File: src/sv/lgge_pkg.sv
// ----------------------------------------------------------------------------
// lgge_pkg
// Shared types and codes of the life grid generation engine: cell states,
// opcodes, configuration register indexes and the 3x3 neighborhood window.
// ----------------------------------------------------------------------------
package lgge_pkg;

    typedef logic [1:0] t_cell;
    typedef logic [2:0] t_opcode;
    typedef logic [5:0] t_row_index;
    typedef logic [6:0] t_column_index;
    typedef logic [1:0] t_cfg_index;
    typedef logic [7:0] t_cfg_data;

    localparam t_cell CELL_EMPTY  = 2'd0;
    localparam t_cell CELL_ALIVE  = 2'd1;
    localparam t_cell CELL_FORMER = 2'd2;
    localparam t_cell CELL_UNUSED = 2'd3;

    localparam t_opcode OP_WRITE   = 3'd0;
    localparam t_opcode OP_TOGGLE  = 3'd1;
    localparam t_opcode OP_READ    = 3'd2;
    localparam t_opcode OP_CLEAR   = 3'd3;
    localparam t_opcode OP_ADVANCE = 3'd4;

    localparam logic STATUS_DONE  = 1'b0;
    localparam logic STATUS_RANGE = 1'b1;

    localparam t_cfg_index REG_ACTIVE_ROWS    = 2'd0;
    localparam t_cfg_index REG_ACTIVE_COLUMNS = 2'd1;

    localparam logic [6:0] ACTIVE_ROWS_RESET    = 7'd40;
    localparam logic [7:0] ACTIVE_COLUMNS_RESET = 8'd70;

    localparam logic [3:0] NEIGHBORS_SURVIVE = 4'd2;
    localparam logic [3:0] NEIGHBORS_BIRTH   = 4'd3;

    typedef struct packed {
        t_cell top;
        t_cell mid;
        t_cell bot;
    } t_col3;

    typedef struct packed {
        t_col3 left;
        t_col3 center;
        t_col3 right;
    } t_window;

endpackage

File: src/sv/lgge_rule.sv
// ----------------------------------------------------------------------------
// lgge_rule
// Next state of the center cell of a 3x3 window: counts live neighbors and
// applies the birth and survival rule of the three-state automaton.
// ----------------------------------------------------------------------------
module lgge_rule (
    input  lgge_pkg::t_window i_win,
    output lgge_pkg::t_cell   o_next
);

    logic [3:0]      count;
    lgge_pkg::t_cell self_cell;

    always_comb begin
        self_cell = i_win.center.mid;
        count = 4'(i_win.left.top   == lgge_pkg::CELL_ALIVE)
              + 4'(i_win.left.mid   == lgge_pkg::CELL_ALIVE)
              + 4'(i_win.left.bot   == lgge_pkg::CELL_ALIVE)
              + 4'(i_win.center.top == lgge_pkg::CELL_ALIVE)
              + 4'(i_win.center.bot == lgge_pkg::CELL_ALIVE)
              + 4'(i_win.right.top  == lgge_pkg::CELL_ALIVE)
              + 4'(i_win.right.mid  == lgge_pkg::CELL_ALIVE)
              + 4'(i_win.right.bot  == lgge_pkg::CELL_ALIVE);
        if (self_cell == lgge_pkg::CELL_ALIVE) begin
            o_next = (count == lgge_pkg::NEIGHBORS_SURVIVE || count == lgge_pkg::NEIGHBORS_BIRTH)
                   ? lgge_pkg::CELL_ALIVE : lgge_pkg::CELL_FORMER;
        end else begin
            o_next = (count == lgge_pkg::NEIGHBORS_BIRTH) ? lgge_pkg::CELL_ALIVE : self_cell;
        end
    end

endmodule

File: config.mk
export PLATFORM = sky130hd
export DESIGN_NAME = lgge_rule
export DESIGN_NICKNAME = d
export VERILOG_FILES = /design/src/sv/lgge_pkg.sv /design/src/sv/lgge_rule.sv
export SDC_FILE = /design/constraint.sdc
export NUM_CORES = 1
export LEC_CHECK = 0
export BUFFER_PORTS_ARGS = -buffer_cell sky130_fd_sc_hd__clkbuf_2
export CAP_MARGIN = 20
export CORE_AREA = 5 5 42 44
export DETAILED_ROUTE_END_ITERATION = 8
export DIE_AREA = 0 0 47 49
export PLACE_DENSITY = 0.53
export SETUP_SLACK_MARGIN = 0.05
export SLEW_MARGIN = 10
export SYNTH_ARGS = -nofsm -noshare
export SYNTH_HDL_FRONTEND = slang
export SYNTH_SLANG_ARGS = --single-unit
File: constraint.sdc
create_clock -name vclk -period 7.6
set_clock_uncertainty 0.1 [all_clocks]
set_input_delay 1.52 -clock vclk [all_inputs]
set_output_delay 1.52 -clock vclk [all_outputs]
set_load 0.02 [all_outputs]
After elaboration in Yosys (flattened, before gate mapping)
Cells that the tools add are included.
- register bits: 0
- bits of input ports: 18
- output and inout port bits: 2
- logic and storage cells: 22
- $add $sub $neg: 7
- equality and inequality tests: 11
- mux-type cells: 3
- reductions and logical operators: 1
- operators by type and width (cell ; count):
    == test 2 x 1 -> 1 bit (second input constant) ; 9
    adder 4 x 1 -> 4 bit ; 4
    == test 4 x 2 -> 1 bit (second input constant) ; 2
    2-to-1 mux 2 bit ; 3
    adder 3 x 1 -> 4 bit ; 1
    adder 2 x 1 -> 3 bit ; 1
    adder 1 x 1 -> 2 bit ; 1
    logical OR 1 bit ; 1

Depth between registers and ports, before layout
- depth in word-level cells: 12
- depth in mapped cells: 11
- depth with buffers taken out: 11

Least setup slack after synthesis
OpenSTA, ideal clock, no wires.
- path type: in2out
- start point: input port i_win[16] in the netlist's numbering
- end point: output port o_next[1]
- data arrival time: 4.779 ns
- required time: 5.980 ns
- setup slack: 1.201 ns
- cell stages on the path: 11
- path buffers: 0
- path through: nor2b_1 -> fa_1 -> inv_1 -> fa_1 -> inv_1 -> fa_1 -> ha_1 -> fa_1 -> and4b_4 -> a211oi_1 -> a2bb2oi_1
- word-level cells in the longest chain between the ends: 12
- elaborated cells on any way between the ends: 14
- classes of those cells: add/sub: 7; eq/ne: 3; mux: 3; reduce/logical: 1
- ends and longest elaborated chain (element ; line ; source):
    start, declared ; lgge_rule.sv:7 ; input lgge_pkg::t_window i_win,
    == test 2 x 1 -> 1 bit (*) ; lgge_rule.sv:16 ; count = 4'(i_win.left.top == lgge_pkg::CELL_ALIVE)
    adder 1 x 1 -> 2 bit (*) ; lgge_rule.sv:17 ; + 4'(i_win.left.mid == lgge_pkg::CELL_ALIVE)
    adder 2 x 1 -> 3 bit (*) ; lgge_rule.sv:18 ; + 4'(i_win.left.bot == lgge_pkg::CELL_ALIVE)
    adder 3 x 1 -> 4 bit (*) ; lgge_rule.sv:19 ; + 4'(i_win.center.top == lgge_pkg::CELL_ALIVE)
    adder 4 x 1 -> 4 bit (*) ; lgge_rule.sv:20 ; + 4'(i_win.center.bot == lgge_pkg::CELL_ALIVE)
    adder 4 x 1 -> 4 bit (*) ; lgge_rule.sv:21 ; + 4'(i_win.right.top == lgge_pkg::CELL_ALIVE)
    adder 4 x 1 -> 4 bit (*) ; lgge_rule.sv:22 ; + 4'(i_win.right.mid == lgge_pkg::CELL_ALIVE)
    adder 4 x 1 -> 4 bit (*) ; lgge_rule.sv:23 ; + 4'(i_win.right.bot == lgge_pkg::CELL_ALIVE);
    == test 4 x 2 -> 1 bit (on tied branches) ; lgge_rule.sv:25, lgge_rule.sv:28 ;
    logical OR 1 bit ; lgge_rule.sv:25 ; o_next = (count == lgge_pkg::NEIGHBORS_SURVIVE || count == lgge_pkg::NEIGHBORS_BIRTH)
    2-to-1 mux 2 bit ; lgge_rule.sv:26 ; ? lgge_pkg::CELL_ALIVE : lgge_pkg::CELL_FORMER;
    2-to-1 mux 2 bit (*) ; lgge_rule.sv:24 ; if (self_cell == lgge_pkg::CELL_ALIVE) begin
    end, declared ; lgge_rule.sv:8 ; output lgge_pkg::t_cell o_next
Mark *: on every way between the ends. The rest lies on a longest branch, timed or not.

Worst setup path in the final report
Same ends and word-level chain as after synthesis.

==> impl_results.md <==
* Outcome: finished, final reports clean
* Sequential Area at 0 um^2
* Drc violations at 0
* Syn_area_per_cell at just over 9 um^2
* Routability cong. at around 0.7
* Final wirelength at roughly 520 um
* Switching power at about 0.021 mW
* Synth area leader: fa_1
* Row Count at 14
* RSZ-0062 raised after global routing: no
* Wire per inst at just over 8 um
* Final HPWL DP at slightly above 500 um
* Die Width at between 40 and 50 um
* Peak supply drop at roughly 0.084 mV
* Multi-input logic area at 234.0 um^2
* Rel. slew slack at ~78%
* Core area at around 1400 um^2
* Minimum clock period after layout at ~6.5 ns
* Yosys top cell area share at between 30% and 40%
* Seq/Total Area, Yosys at 0%
* Count leader, synth: nor2b_1
* Portion of total power attributed to combinational logic at 100.0%
* Internal Power at ~0.02 mW
* Fillers at 170
* Vias at 265
* Synthesized area at roughly 250 um^2
* Worst EP arrival at ~4.9 ns
* Proportion of layout cells with a drive suffix above 1 at 46.81%
* Most frequent cells after synthesis: 6 x nor2b_1, 4 x fa_1, 4 x inv_1
* Pin count of the biggest net entering global routing at 4
* Sw frac at ~52%
* I/O pin count at 20
* Total GRT Usage at under 10%
* Final hold violations at 0
* Die Y at 49 um
* Crit path max fanout at 3
* Pre-antenna DRT Iters at 4
* Share of power burned in registers at 0%
* Synth unique cells at 12
* Number of clock-tree buffers in the layout at 0
* Post_cts resized at 0
* Total negative slack at 0 ns
* Yosys warns at 0
* Startpoint type of the worst setup path: input port
* Pwr Total at roughly 0.041 mW
* Setup-failing EPs final at 0
* Postcts setup bufs at 0
* Min-delay worst type: input port to primary output
* Pwr Density at around 110 nW/um^2
* Vias/cell at around 4.2
* Die area at between 2000 and 2500 um^2
* Syn Inst Count at 27
* CP Data Required Time at around 6 ns
* DR iter-0 viols at 2
* Critical setup path kind: input port to primary output
* CP Capture Type: primary output
* Routed Antenna Nets at 0
* Wire length of the first global-routing pass at 917 um
* Area growth, synth to finish at 48.24%
* Hold-fix buffers at CTS at 0
* Seq_cells at 0
* Antenna violations before repair at 0
* LEAKAGE at between 0.2 and 0.25 nW
* Total congestion overflow at 0
* Initial Util at 17.77%
* Vias in the first global route at 247
* Antenna Cells at 0
* Synth area leaders: fa_1 32%, ha_1 15%, nor2b_1 15%, a211oi_1 6.0%, inv_1 6.0%
* Max-cap violations at 0
* Max Freq at ~150 MHz
* Least-Margin Pin Slew at ~0.33 ns
* Slew Limit Fails at 0
* Crit share post-route at approximately 86%
* Port Buf Inserts at 20
* Clock power share at 0%
* Final layout net count at between 70 and 80
* Post-synth net total at 52
==> critical path: stages <==
cell       delay (ns)
clkbuf_2         0.07
nor2b_1          0.13
fa_1             0.53
inv_1            0.05
fa_1             0.53
inv_1            0.06
fa_1             0.48
ha_1             0.24
fa_1             0.45
and4b_4          0.23
a211oi_1         0.24
a2bb2oi_1        0.17
clkbuf_2         0.18
==> final cells by class <==
type	count	area share, %
inverter	4	4.068
multi-input combinational	23	63.39
tap	16	5.424
timing repair buffer	20	27.12
==> power by group through the flow <==
| stage | sequential [mW] | combinational, mW | clock [mW] |
|---|---|---|---|
| finish | 0 | 0.0412 | 0 |
| floorplan | 0 | 0.0296 | 0 |
| global placement | 0 | 0.0417 | 0 |
| detailed placement | 0 | 0.0423 | 0 |
| CTS | 0 | 0.0424 | 0 |
| global route | 0 | 0.0484 | 0 |
==> per-layer routing <==
metal / wire, um / global-route usage, % / share of wire (%) / vias up
met5: 0 / 0 / 0 / -
met4: 0 / 0 / 0 / 0
met3: 41 / 0 / 7.9 / 0
met2: 294 / 8.145 / 56 / 8
met1: 187 / 7.095 / 36 / 123
li1: - / - / - / 134
==> worst paths after layout <==
kind      start         to  slack [ns]  cells past startpoint
min    i_win[8]  o_next[0]        3.29                      4
max   i_win[16]  o_next[1]        1.10                     13
==> layout by cell type (no fill, tap or decap) <==
cell type | netlist | layout
nor3b_1 | 1 | 1
fa_1 | 4 | 4
a2bb2oi_1 | 1 | 1
ha_1 | 3 | 3
and4b_4 | 1 | 1
clkbuf_2 | 0 | 20
inv_1 | 4 | 4
o2bb2ai_1 | 1 | 1
nor2b_1 | 6 | 6
a211oi_1 | 2 | 2
a21o_2 | 1 | 1
nand2b_1 | 2 | 2
nand2_1 | 1 | 1
==> cells by family (layout without fill, tap and decap cells) <==
logic type                 after synthesis  count (layout)  synth area share (%)
AOI/OAI and AO/OA                        5               5                 16.58
buffers and inverters                    4              24                 6.028
and+or+nand+nor                         11              11                 30.15
adders and majority gates                7               7                 47.24
==> per-stage QoR <==
stage | util [%] | setup WS [ns] | cells | hold WS, ns | area, um^2
finish | 26.34 | 1.097 | 63 | 3.286 | 369.1
global route | 26.34 | 0.8410 | 63 | 3.316 | 369.1
CTS | 26.34 | 1.058 | 63 | 3.286 | 369.1
detailed placement | 26.34 | 1.074 | 63 | 3.282 | 369.1
global placement | 26.34 | 1.084 | 63 | 3.285 | 369.1
floorplan | - | 1.201 | 27 | 3.126 | 249.0
(Power assumes the default switching activity.)
